[config.mk]
export PLATFORM = sky130hd
export DESIGN_NAME = binary_raster_aggregation_index_unit
export DESIGN_NICKNAME = d
export VERILOG_FILES = /design/src/hw/rtl/brai_pkg.sv /design/src/hw/rtl/binary_raster_aggregation_index_unit.sv
export VERILOG_INCLUDE_DIRS = /design/src /design/src/hw/rtl
export SDC_FILE = /design/constraint.sdc
export NUM_CORES = 2
export LEC_CHECK = 0
export ABC_CLOCK_PERIOD_IN_PS = 9100
export BUFFER_PORTS_ARGS = -buffer_cell sky130_fd_sc_hd__buf_4
export CAP_MARGIN = 0
export CORE_UTILIZATION = 63
export CTS_BUF_LIST = sky130_fd_sc_hd__clkbuf_16
export DETAILED_ROUTE_END_ITERATION = 8
export PLACE_DENSITY = 0.91
export REMOVE_ABC_BUFFERS = 1
export SYNTH_ARGS = -nofsm -noshare
export SYNTH_HDL_FRONTEND = slang
export SYNTH_SLANG_ARGS = --single-unit
[constraint.sdc]
create_clock -name i_clk -period 9.1 [get_ports i_clk]
set_input_delay 0.455 -clock i_clk [delete_from_list [all_inputs] [get_ports i_clk]]
set_output_delay 0.455 -clock i_clk [all_outputs]
set_load 0.05 [all_outputs]
[src/hw/rtl/binary_raster_aggregation_index_unit_assert.svh]
// Assertion macros for the aggregation index unit.
// Expects i_clk and i_rst_n in the scope of every use.
`ifndef BINARY_RASTER_AGGREGATION_INDEX_UNIT_ASSERT_SVH
`define BINARY_RASTER_AGGREGATION_INDEX_UNIT_ASSERT_SVH
`ifndef SYNTHESIS
`define BRAI_ASSERT(lbl, prop, msg) \
    lbl: assert property (@(posedge i_clk) disable iff (!i_rst_n) prop) else $error(msg);
`define BRAI_ASSERT_NEXT(lbl, pre, post, msg) \
    lbl: assert property (@(posedge i_clk) disable iff (!i_rst_n) pre |=> post) else $error(msg);
`else
`define BRAI_ASSERT(lbl, prop, msg)
`define BRAI_ASSERT_NEXT(lbl, pre, post, msg)
`endif
`endif

[src/hw/rtl/brai_pkg.sv]
// Shared constants for the binary raster aggregation index unit.
// No dependencies.
`timescale 1ns / 1ps
package brai_pkg;
    localparam int DEF_MAX_ROWS    = 1024;
    localparam int DEF_MAX_COLUMNS = 1024;

    localparam int CFG_W     = 11;
    localparam int IDX_W     = 17;
    localparam int OUT_W     = 21;
    localparam int FRAC_BITS = 16;
    localparam int ADDR_W    = 3;
    localparam int APB_W     = 32;
    localparam int IN_W      = 8;
    localparam int OUTD_W    = IDX_W + 3 * OUT_W;

    localparam logic [CFG_W-1:0] ROW_COUNT_RESET    = 11'd1024;
    localparam logic [CFG_W-1:0] COLUMN_COUNT_RESET = 11'd1024;

    // register index, taken from the word address bit
    localparam logic REG_ROW_COUNT    = 1'b0;
    localparam logic REG_COLUMN_COUNT = 1'b1;
endpackage

[src/hw/rtl/binary_raster_aggregation_index_unit.sv]
// Aggregation index of a streamed binary raster; one cell per word, rows fastest.
// After the last cell the result word is built by (count width + 1)/2 root steps, square,
// maximum, check, 17 divide steps and load; check and divide are skipped when the maximum is zero.
// Throughput: one cell per cycle inside a frame; ready stays low from the last cell until
// the result word loads. Reset: synchronous active low; counters clear, registers go to 1024.
// Depends on brai_pkg and binary_raster_aggregation_index_unit_assert.svh.
`timescale 1ns / 1ps
`include "binary_raster_aggregation_index_unit_assert.svh"
module binary_raster_aggregation_index_unit
    import brai_pkg::*;
#(
    parameter int MAX_ROWS    = DEF_MAX_ROWS,
    parameter int MAX_COLUMNS = DEF_MAX_COLUMNS
) (
    input  logic               i_clk,
    input  logic               i_rst_n,
    input  logic               i_s_axis_tvalid,
    output logic               o_s_axis_tready,
    input  logic [IN_W-1:0]    i_s_axis_tdata,   // [0] is_foreground
    output logic               o_m_axis_tvalid,
    input  logic               i_m_axis_tready,
    // [16:0] index_fraction, [37:17] cell_total, [58:38] edge_total, [79:59] edge_maximum
    output logic [OUTD_W-1:0]  o_m_axis_tdata,
    output logic [0:0]         o_m_axis_tuser,   // [0] undefined_flag
    input  logic               psel,
    input  logic               penable,
    input  logic               pwrite,
    input  logic [ADDR_W-1:0]  paddr,
    input  logic [APB_W-1:0]   pwdata,
    output logic [APB_W-1:0]   prdata,
    output logic               pready
);
    localparam int ROW_W    = $clog2(MAX_ROWS);
    localparam int COL_W    = $clog2(MAX_COLUMNS);
    localparam int RCMP_W   = ($clog2(MAX_ROWS + 1) > CFG_W) ? $clog2(MAX_ROWS + 1) : CFG_W;
    localparam int CCMP_W   = ($clog2(MAX_COLUMNS + 1) > CFG_W) ?
                              $clog2(MAX_COLUMNS + 1) : CFG_W;
    localparam int CNT_W    = $clog2(MAX_ROWS * MAX_COLUMNS + 1);
    localparam int EDGE_W   = CNT_W + 1;
    localparam int SQ_STEPS = (CNT_W + 1) / 2;
    localparam int RT_W     = SQ_STEPS;
    localparam int SQ_W     = 2 * SQ_STEPS;
    localparam int UW       = (SQ_W > EDGE_W + 1) ? SQ_W : EDGE_W + 1;
    localparam int MAX_STEP = (SQ_STEPS > IDX_W) ? SQ_STEPS : IDX_W;
    localparam int STEP_W   = $clog2(MAX_STEP + 1);

    localparam logic [IDX_W-1:0] INDEX_ONE = IDX_W'(1) << FRAC_BITS;

    typedef enum logic [2:0] {
        S_IDLE, S_SQRT, S_SQUARE, S_MAX, S_DCHK, S_DIV, S_DONE
    } t_state;

    t_state              r_state;
    logic [CFG_W-1:0]    r_row_count;
    logic [CFG_W-1:0]    r_column_count;
    logic [ROW_W-1:0]    r_row_pos;
    logic [ROW_W-1:0]    n_row_pos;
    logic [COL_W-1:0]    r_col_pos;
    logic [COL_W-1:0]    n_col_pos;
    logic                r_above;
    logic                r_left;
    logic [CNT_W-1:0]    r_fg;
    logic [EDGE_W-1:0]   r_edge;
    logic [STEP_W-1:0]   r_cnt;
    logic                r_col_mem [MAX_ROWS];

    logic [CNT_W-1:0]    r_a;
    logic [EDGE_W-1:0]   r_g;
    logic [UW-1:0]       r_x;
    logic [UW-1:0]       r_root;
    logic [UW-1:0]       r_bit;
    logic [SQ_W-1:0]     r_nsq;
    logic [EDGE_W-1:0]   r_mx;
    logic [UW-1:0]       r_rem;
    logic [IDX_W-1:0]    r_quo;
    logic                r_flag;

    logic [RCMP_W-1:0]   w_rows;
    logic [CCMP_W-1:0]   w_cols;
    logic                w_acc;
    logic                w_bit;
    logic                w_row_last;
    logic                w_col_last;
    logic                w_frame_end;
    logic [1:0]          w_inc;
    logic [CNT_W-1:0]    w_fg_next;
    logic [EDGE_W-1:0]   w_edge_next;

    logic [UW-1:0]       u_a;
    logic [UW-1:0]       u_b;
    logic [UW:0]         u_diff;
    logic                u_ge;

    logic [EDGE_W-1:0]   w_n;
    logic [EDGE_W-1:0]   w_nsq;
    logic [EDGE_W-1:0]   w_m;
    logic [EDGE_W-1:0]   w_term;
    logic [EDGE_W-1:0]   n_mx;

    assign pready          = 1'b1;
    assign o_s_axis_tready = (r_state == S_IDLE);
    assign w_acc           = i_s_axis_tvalid && o_s_axis_tready;
    assign w_bit           = i_s_axis_tdata[0];

    always_comb begin
        unique case (paddr[ADDR_W-1])
            REG_ROW_COUNT:    prdata = APB_W'(r_row_count);
            REG_COLUMN_COUNT: prdata = APB_W'(r_column_count);
            default:          prdata = '0;
        endcase
    end

    always_comb begin
        if (r_row_count == '0) begin
            w_rows = RCMP_W'(1);
        end else if (RCMP_W'(r_row_count) > RCMP_W'(MAX_ROWS)) begin
            w_rows = RCMP_W'(MAX_ROWS);
        end else begin
            w_rows = RCMP_W'(r_row_count);
        end
        if (r_column_count == '0) begin
            w_cols = CCMP_W'(1);
        end else if (CCMP_W'(r_column_count) > CCMP_W'(MAX_COLUMNS)) begin
            w_cols = CCMP_W'(MAX_COLUMNS);
        end else begin
            w_cols = CCMP_W'(r_column_count);
        end
    end

    assign w_row_last  = (RCMP_W'(r_row_pos) + RCMP_W'(1)) >= w_rows;
    assign w_col_last  = (CCMP_W'(r_col_pos) + CCMP_W'(1)) >= w_cols;
    assign w_frame_end = w_row_last && w_col_last;
    assign w_inc       = {1'b0, w_bit && (r_row_pos != '0) && r_above}
                       + {1'b0, w_bit && (r_col_pos != '0) && r_left};
    assign w_fg_next   = r_fg + CNT_W'(w_bit);
    assign w_edge_next = r_edge + EDGE_W'(w_inc);

    always_comb begin
        n_row_pos = r_row_pos;
        n_col_pos = r_col_pos;
        if (w_acc) begin
            if (w_row_last) begin
                n_row_pos = '0;
                n_col_pos = w_col_last ? '0 : r_col_pos + COL_W'(1);
            end else begin
                n_row_pos = r_row_pos + ROW_W'(1);
            end
        end
    end

    // shared compare/subtract unit
    always_comb begin
        unique case (r_state)
            S_SQRT: begin
                u_a = r_x;
                u_b = r_root | r_bit;
            end
            S_DCHK: begin
                u_a = UW'(r_mx);
                u_b = UW'(r_g);
            end
            S_DIV: begin
                u_a = r_rem;
                u_b = UW'(r_mx);
            end
            default: begin
                u_a = '0;
                u_b = '0;
            end
        endcase
    end
    assign u_diff = {1'b0, u_a} - {1'b0, u_b};
    assign u_ge   = !u_diff[UW];

    assign w_n    = EDGE_W'(r_root[RT_W-1:0]);
    assign w_nsq  = EDGE_W'(r_nsq);
    assign w_m    = EDGE_W'(r_a) - w_nsq;

    always_comb begin
        priority if (w_m == '0) begin
            w_term = '0;
        end else if (w_m <= w_n) begin
            w_term = (w_m << 1) - EDGE_W'(1);
        end else begin
            w_term = (w_m << 1) - EDGE_W'(2);
        end
    end
    assign n_mx = ((w_nsq - w_n) << 1) + w_term;

    always_ff @(posedge i_clk) begin
        if (!i_rst_n) begin
            r_state         <= S_IDLE;
            r_row_count     <= ROW_COUNT_RESET;
            r_column_count  <= COLUMN_COUNT_RESET;
            r_row_pos       <= '0;
            r_col_pos       <= '0;
            r_above         <= 1'b0;
            r_fg            <= '0;
            r_edge          <= '0;
            r_cnt           <= '0;
            o_m_axis_tvalid <= 1'b0;
            o_m_axis_tdata  <= '0;
            o_m_axis_tuser  <= '0;
        end else begin
            if (psel && penable && pwrite && pready) begin
                unique case (paddr[ADDR_W-1])
                    REG_ROW_COUNT:    r_row_count    <= pwdata[CFG_W-1:0];
                    REG_COLUMN_COUNT: r_column_count <= pwdata[CFG_W-1:0];
                    default: ;
                endcase
            end
            if (o_m_axis_tvalid && i_m_axis_tready && (r_state != S_DONE)) begin
                o_m_axis_tvalid <= 1'b0;
            end
            r_row_pos <= n_row_pos;
            r_col_pos <= n_col_pos;
            unique case (r_state)
                S_IDLE: begin
                    if (w_acc) begin
                        r_above <= w_row_last ? 1'b0 : w_bit;
                        if (w_frame_end) begin
                            r_fg    <= '0;
                            r_edge  <= '0;
                            r_cnt   <= STEP_W'(SQ_STEPS);
                            r_state <= S_SQRT;
                        end else begin
                            r_fg   <= w_fg_next;
                            r_edge <= w_edge_next;
                        end
                    end
                end
                S_SQRT: begin
                    r_cnt <= r_cnt - STEP_W'(1);
                    if (r_cnt == STEP_W'(1)) begin
                        r_state <= S_SQUARE;
                    end
                end
                S_SQUARE: r_state <= S_MAX;
                S_MAX:    r_state <= (n_mx == '0) ? S_DONE : S_DCHK;
                S_DCHK: begin
                    r_cnt   <= STEP_W'(IDX_W);
                    r_state <= u_ge ? S_DIV : S_DONE;
                end
                S_DIV: begin
                    r_cnt <= r_cnt - STEP_W'(1);
                    if (r_cnt == STEP_W'(1)) begin
                        r_state <= S_DONE;
                    end
                end
                S_DONE: begin
                    if (!o_m_axis_tvalid || i_m_axis_tready) begin
                        o_m_axis_tvalid <= 1'b1;
                        o_m_axis_tdata  <= {OUT_W'(r_mx), OUT_W'(r_g), OUT_W'(r_a), r_quo};
                        o_m_axis_tuser  <= r_flag;
                        r_state         <= S_IDLE;
                    end else begin
                        o_m_axis_tvalid <= 1'b1;
                    end
                end
                default: r_state <= S_IDLE;
            endcase
        end
    end

    always_ff @(posedge i_clk) begin
        unique case (r_state)
            S_IDLE: begin
                if (w_acc && w_frame_end) begin
                    r_a    <= w_fg_next;
                    r_g    <= w_edge_next;
                    r_x    <= UW'(w_fg_next);
                    r_root <= '0;
                    r_bit  <= UW'(1) << (SQ_W - 2);
                end
            end
            S_SQRT: begin
                if (u_ge) begin
                    r_x <= u_diff[UW-1:0];
                end
                r_root <= (r_root >> 1) | (u_ge ? r_bit : '0);
                r_bit  <= r_bit >> 2;
            end
            S_SQUARE: r_nsq <= r_root[RT_W-1:0] * r_root[RT_W-1:0];
            S_MAX: begin
                r_mx   <= n_mx;
                r_flag <= (n_mx == '0);
                r_quo  <= '0;
            end
            S_DCHK: begin
                r_rem <= UW'(r_g);
                if (!u_ge) begin
                    r_quo <= INDEX_ONE;
                end
            end
            S_DIV: begin
                r_quo <= {r_quo[IDX_W-2:0], u_ge};
                r_rem <= (u_ge ? u_diff[UW-1:0] : r_rem) << 1;
            end
            S_DONE: ;
            default: ;
        endcase
    end

    // one-column store with read-ahead of the next row
    always_ff @(posedge i_clk) begin
        if (w_acc) begin
            r_col_mem[r_row_pos] <= w_bit;
        end
        if (w_acc && (n_row_pos == r_row_pos)) begin
            r_left <= w_bit;
        end else begin
            r_left <= r_col_mem[n_row_pos];
        end
    end

    `BRAI_ASSERT_NEXT(a_frame_end_clears, (w_acc && w_frame_end),
        (r_state == S_SQRT && r_fg == '0 && r_edge == '0 && r_col_pos == '0),
        "frame end did not start the pass")
    `BRAI_ASSERT(a_root_floor, (r_state == S_MAX) |-> (EDGE_W'(r_nsq) <= EDGE_W'(r_a)),
        "square of root exceeds count")
    `BRAI_ASSERT(a_div_rem, (r_state == S_DIV) |-> (r_rem < (UW'(r_mx) << 1)),
        "divide remainder out of range")
    `BRAI_ASSERT(a_flag_zero,
        (o_m_axis_tvalid && o_m_axis_tuser[0]) |-> (o_m_axis_tdata[IDX_W-1:0] == '0),
        "flagged word has nonzero index")
    `BRAI_ASSERT(a_index_range, o_m_axis_tvalid |-> (o_m_axis_tdata[IDX_W-1:0] <= INDEX_ONE),
        "index above one")
endmodule
# Word-level counts from Yosys, hierarchy flattened

Memories as Yosys holds them, arrays and structs flattened. A register that Yosys moved wholly into a read port is not among the register bits.
Index checks and enable logic that the tools add are counted.

RAM bits: 1,024
Input port bits: 50
Output and inout port bits: 116
Memories kept: 1
Logic and storage cells: 142
Register bits after elaboration: 373

Multiplexer cells: 42
Multipliers: 1
Equality and inequality tests: 16
$add $sub $neg: 14
Reduce and logical (&&, ||, !) cells: 38
Bitwise operators: 3
Order comparisons: 5

Memories:

| memory    | depth | width | rd ports | clocked after memory_dff | wr ports | RTL line                                   | text |
|---|---|---|---|---|---|---|---|
| r_col_mem | 1,024 | 1     | 1        | 1                        | 1        | binary_raster_aggregation_index_unit.sv:65 | `logic r_col_mem [MAX_ROWS];` |

Operators by type and width:

| kind                                                | number |
|---|---|
| case mux 23 bit (2 select lines)                    | 4 |
| case mux 23 bit (3 select lines)                    | 2 |
| 2-to-1 mux 23 bit                                   | 5 |
| 2-to-1 mux 22 bit                                   | 4 |
| case mux 32 bit (2 select lines)                    | 1 |
| case mux 17 bit (3 select lines)                    | 1 |
| logical NOT 22 bit                                  | 2 |
| 2-to-1 mux 11 bit                                   | 4 |
| 2-to-1 mux 10 bit                                   | 3 |
| subtractor 23 x 23 -> 24 bit                        | 1 |
| bitwise OR 22 x 23 -> 23 bit                        | 1 |
| bitwise OR 23 bit                                   | 1 |
| adder 10 x 1 -> 11 bit (second input constant)      | 2 |
| adder 22 x 2 -> 22 bit                              | 1 |
| adder 22 bit                                        | 1 |
| >= comparator 11 bit                                | 2 |
| > comparator 11 bit (second input constant)         | 2 |
| <= comparator 22 x 11 -> 1 bit                      | 1 |
| logical NOT 11 bit                                  | 2 |
| multiplier 11 x 11 -> 22 bit                        | 1 |
| subtractor 21 x 22 -> 22 bit                        | 1 |
| subtractor 22 x 1 -> 22 bit (second input constant) | 1 |
| subtractor 22 x 2 -> 22 bit (second input constant) | 1 |
| adder 21 x 1 -> 21 bit                              | 1 |
| other kinds (31)                                    | 74 |

# Logic depth before layout (Yosys ltp)

Depth after elaboration: 8
Depth in mapped cells: 28
Depth with buffers taken out: 27

# Worst setup path before layout

OpenSTA, ideal clock, no wires.

Path type: register to register
Start: register r_a[0]
End: register r_state[1]
Clock period less this slack: 6,916 ps
Path slack: 2,184 ps
Path buffers: 1
Required time: 9,013 ps
Stages on the path, launching flop included: 27
Data arrival time: 6,829 ps
Setup time: 87 ps
Path through: edfxtp_1 -> inv_1 -> ha_1 -> ha_1 -> nor2b_4 -> o311ai_4 -> a21oi_1 -> or3_1 -> a2111o_1 -> or4_1 -> or4b_1 -> buf_2 -> nor2_4 -> nor2b_1 -> ha_1 -> fa_1 -> a211oi_1 -> o21ai_1 -> o31ai_2 -> xnor2_1 -> or4_1 -> or3_1 -> or4_1 -> or4_1 -> nor2_1 -> o211ai_1 -> o31ai_1

Word-level cells in the longest chain between the ends: 8
Elaborated cells on any way between the ends: 11
Those cells by class: add/sub: 4; order compare: 1; mux: 4; reduce/logical: 2

RTL lines:

| element                                                   | RTL line                                    | text |
|---|---|---|
| start, declared                                           | binary_raster_aggregation_index_unit.sv:67  | `logic [CNT_W-1:0] r_a;` |
| start signal, assigned                                    | binary_raster_aggregation_index_unit.sv:269 | `r_a <= w_fg_next;` |
| subtractor 21 x 22 -> 22 bit *                            | binary_raster_aggregation_index_unit.sv:177 | `assign w_m = EDGE_W'(r_a) - w_nsq;` |
| subtractor 22 x 2 -> 22 bit, or another cell as far along | binary_raster_aggregation_index_unit.sv:185 | `w_term = (w_m << 1) - EDGE_W'(2);` |
| 2-to-1 mux 22 bit                                         | binary_raster_aggregation_index_unit.sv:182 | `end else if (w_m <= w_n) begin` |
| 2-to-1 mux 22 bit *                                       | binary_raster_aggregation_index_unit.sv:180 | `priority if (w_m == '0) begin` |
| adder 22 bit *                                            | binary_raster_aggregation_index_unit.sv:188 | `assign n_mx = ((w_nsq - w_n) << 1) + w_term;` |
| via n_mx[9]                                               | binary_raster_aggregation_index_unit.sv:98  | `logic [EDGE_W-1:0] n_mx;` |
| logical NOT 22 bit *                                      | binary_raster_aggregation_index_unit.sv:239 | `S_MAX: r_state <= (n_mx == '0) ? S_DONE : S_DCHK;` |
| 2-to-1 mux 2 bit *                                        | binary_raster_aggregation_index_unit.sv:239 |  |
| case mux 3 bit (7 select lines) *                         | binary_raster_aggregation_index_unit.sv:217 | `unique case (r_state)` |
| end signal, assigned                                      | binary_raster_aggregation_index_unit.sv:239 |  |
| end signal, assigned                                      | binary_raster_aggregation_index_unit.sv:242 | `r_state <= u_ge ? S_DIV : S_DONE;` |
| end, declared                                             | binary_raster_aggregation_index_unit.sv:53  | `t_state r_state;` |

The timed path passes the listed nets; every way through them passes the cells marked *.
A chain may end at the register's enable or synchronous reset.

# Worst setup path after layout

Ends and elaborated chain as after synthesis.

==> reports/qor.csv <==
metric;value;unit
dp_hpwl;110100;um
vias_per_cell;6.956;
clockBufferDepth;3;
cts_buffers;136;
cts.root.buffer_cell;clkbuf_16;
endpoint_kind;flop;
grt-ovfl-total;0;
ys_seq_elements;1392;
max_stage_delay;0.66;ns
p_total;0.01333;W
drc_errors;0;
cts_tree;yes;
grt_pass1_wl;295900;um
r2r_slack;1.09;ns
setup_violations;0;
tightest_slew;1.438;ns
final.period_utilization;87.99;%
via_count;48180;
fmax;124.9;MHz
dp_cells;6662;
rsz0062_at_grt;false;
cp_slowest_cell;or4b_1;
cp_max_fo;18;
antenna_found_initial;8;
power.density;180.3;mW/mm2
synthFlopType;edfxtp_1;
ant_nets;0;
post-route-util;69.83;%
die_h;329.8;um
cts_sinks;1392;
final-max-slew-violation-count;0;
relSlewSlack;3.824;%
drive_gt1_share;14.52;%
die_area;0.1088;mm2
cp_data_required_time;9.78;ns
synthArstFlopShare;0;%
core-area;0.1059;mm2
drt_iter0_drc;7435;
worstHoldPathType;in2reg;
synth.area.top_cells;edfxtp_1 (53%), mux4_2 (11%), nor2_1 (7.1%), dfxtp_1 (5.5%), ha_1 (3.2%);
netlist_area;0.06770;mm2
wire_per_inst;29.47;um
critPathArrivalTime;8.68;ns
syn_inst;5487;
grt_usage;37.36;%
worstSetupStartpointType;flop;
gp_congestion;0.9237;
synth_sequential_area_ratio;58.99;%
synth.avg_cell_area;12.34;um2
ys_warn_count;0;
skew;0.04178;ns
drv_cap;0;
clk_pin_slew;0.06;ns
final_nets;5707;
io_pins;166;
post_cts_buffers;0;
critical_path_class;reg2reg;
drt_wl_total;204100;um
start_util;63.95;%
seq_area;0.03996;mm2
die_width;329.8;um
synth_top_area_share;53.49;%
static-leakage-power;24.83;nW
ys_types;77;
row_count;119;
min_period;8.007;ns
finalHoldViolCount;0;
stdcell_count;6926;
grt_pass1_vias;48060;
numPortBuffers;113;
syn_to_final_growth;9.200;%
status;finished clean;
multiInputGateArea;0.02561;mm2
cts_max_level;4;
fin_setup_tns;0;ns
synth_largest_area_cell;edfxtp_1;
grt_start_max_net_pins;322;
fin_hold_ws;0.03156;ns
vdd_drop_max;274.6;uV
n_fill_cell;6243;
synth_edf_count;1206;
insertion_delay;0.78;ns
drt_first_pass_iters;8;
## worst max-delay path: cells and delay by family (launching register included)
kind                     cells  cell delay [ns]
AO/OA/AOI/OAI               10             2.83
XOR/XNOR                     1             0.15
adder cells (fa/ha/maj)      4             1.25
buffers and inverters        1             0.07
flip-flops                   1             0.39
AND/OR/NAND/NOR              9             3.25
## kinds of logic (layout without fill, tap and decap cells)
family,count (synthesis),count (layout),synth area share (%)
adders and majority gates,237,237,5.112
buffers and inverters,604,628,3.499
and+or+nand+nor,2105,2105,12.92
other,2,26,0.01109
muxes,418,418,12.50
DFF,1392,1392,58.99
xor gates and xnor gates,158,158,2.055
AOI/OAI and AO/OA,571,571,4.916
## where the power goes
part / total (W) / switching [W] / internal (W)
combinational: 0.000784 / 0.000443 / 0.000341
clock: 0.00559 / 0.00257 / 0.00302
sequential: 0.00696 / 0.0000375 / 0.00692
total: 0.0133 / 0.00305 / 0.0103
## cell type report
cell class              instances  share of cell area, %
clock inverters               109                  1.093
flip-flops and latches       1392                  54.05
multi-input cells            3511                  34.64
inverters                     183                 0.9326
well taps                    1391                  2.354
clock buffers                 140                  4.739
repair buffers                196                  2.173
diodes                          4                0.01354
## layout by cell type (no fill, tap or decap), types with 20 or more instances in the layout
cell type     n
a21o_1       34
a21oi_1     299
and2_1       29
and3_1       62
buf_4       176
clkbuf_16   140
clkinv_1     34
clkinv_2     20
conb_1       22
dfxtp_1     180
edfxtp_1   1206
fa_1         66
ha_1        171
inv_1       210
mux2i_1      61
mux4_2      340
nand2_1     457
nand2_2      32
nand2b_1     23
nand3_1      52
nand3b_1     21
nor2_1     1282
nor3_1       35
o21ai_0     111
xnor2_1      96
xor2_1       61
## sequential cells by signal, indices dropped and copies added, names as in the netlist, 17 cells and up, named ones only
register	cells
r_a	21
r_quo	17
r_rem	23
r_fg	21
r_nsq	21
r_edge	22
r_g	22
r_x	23
r_root	21
r_col_mem	1024
r_mx	22
o_m_axis_tdata	80
## final timing paths
kind / depth (start not counted) / start / endpoint
setup / recovery: 25 / r_a[0] / r_state[1]
hold / removal: 2 / i_rst_n / r_column_count[10]
hold reg to reg: 2 / o_m_axis_tdata[18] / o_m_axis_tdata[18]
setup reg to reg: 25 / r_a[0] / r_state[1]
## synth_stat cells (all sizes together) (11+ instances only)
library cell	number
nand2b	24
nand3	53
and2	29
edfxtp	1206
mux4	340
inv	178
mux2	17
nand3b	21
o21ai	114
ha	171
a21oi	301
buf	76
nor2b	22
o21a	19
nand2	489
and3	64
fa	66
a211oi	13
dfxtp	186
xor2	61
mux2i	61
or3	15
a31oi	11
nor3	38
clkbuf	345
nand4	13
nor2	1285
a21o	34
xnor2	97
## routing by layer
metal	up-vias	routed length, um	global-route usage (%)
met3	1380	26410	10.14
met5	-	66	0
met1	22970	61140	41.78
li1	19390	-	-
met4	10	21110	30.96
met2	4423	95370	60.10
## per-stage QoR
stage	cell area [um2]	setup slack, ns
final	73930	1.093
after global routing	73920	0.7691
after CTS	73920	1.211
after detailed placement	69500	1.219
after global placement	69500	1.443
after floorplan	66090	-5.843
## timing repair
action / in CTS / in global routing
hold buffers: 11 / 0
gates resized for setup: 0 / 0
endpoints found under the hold margin: 22 / 0
Note: power is estimated with default switching activity, not from simulation.
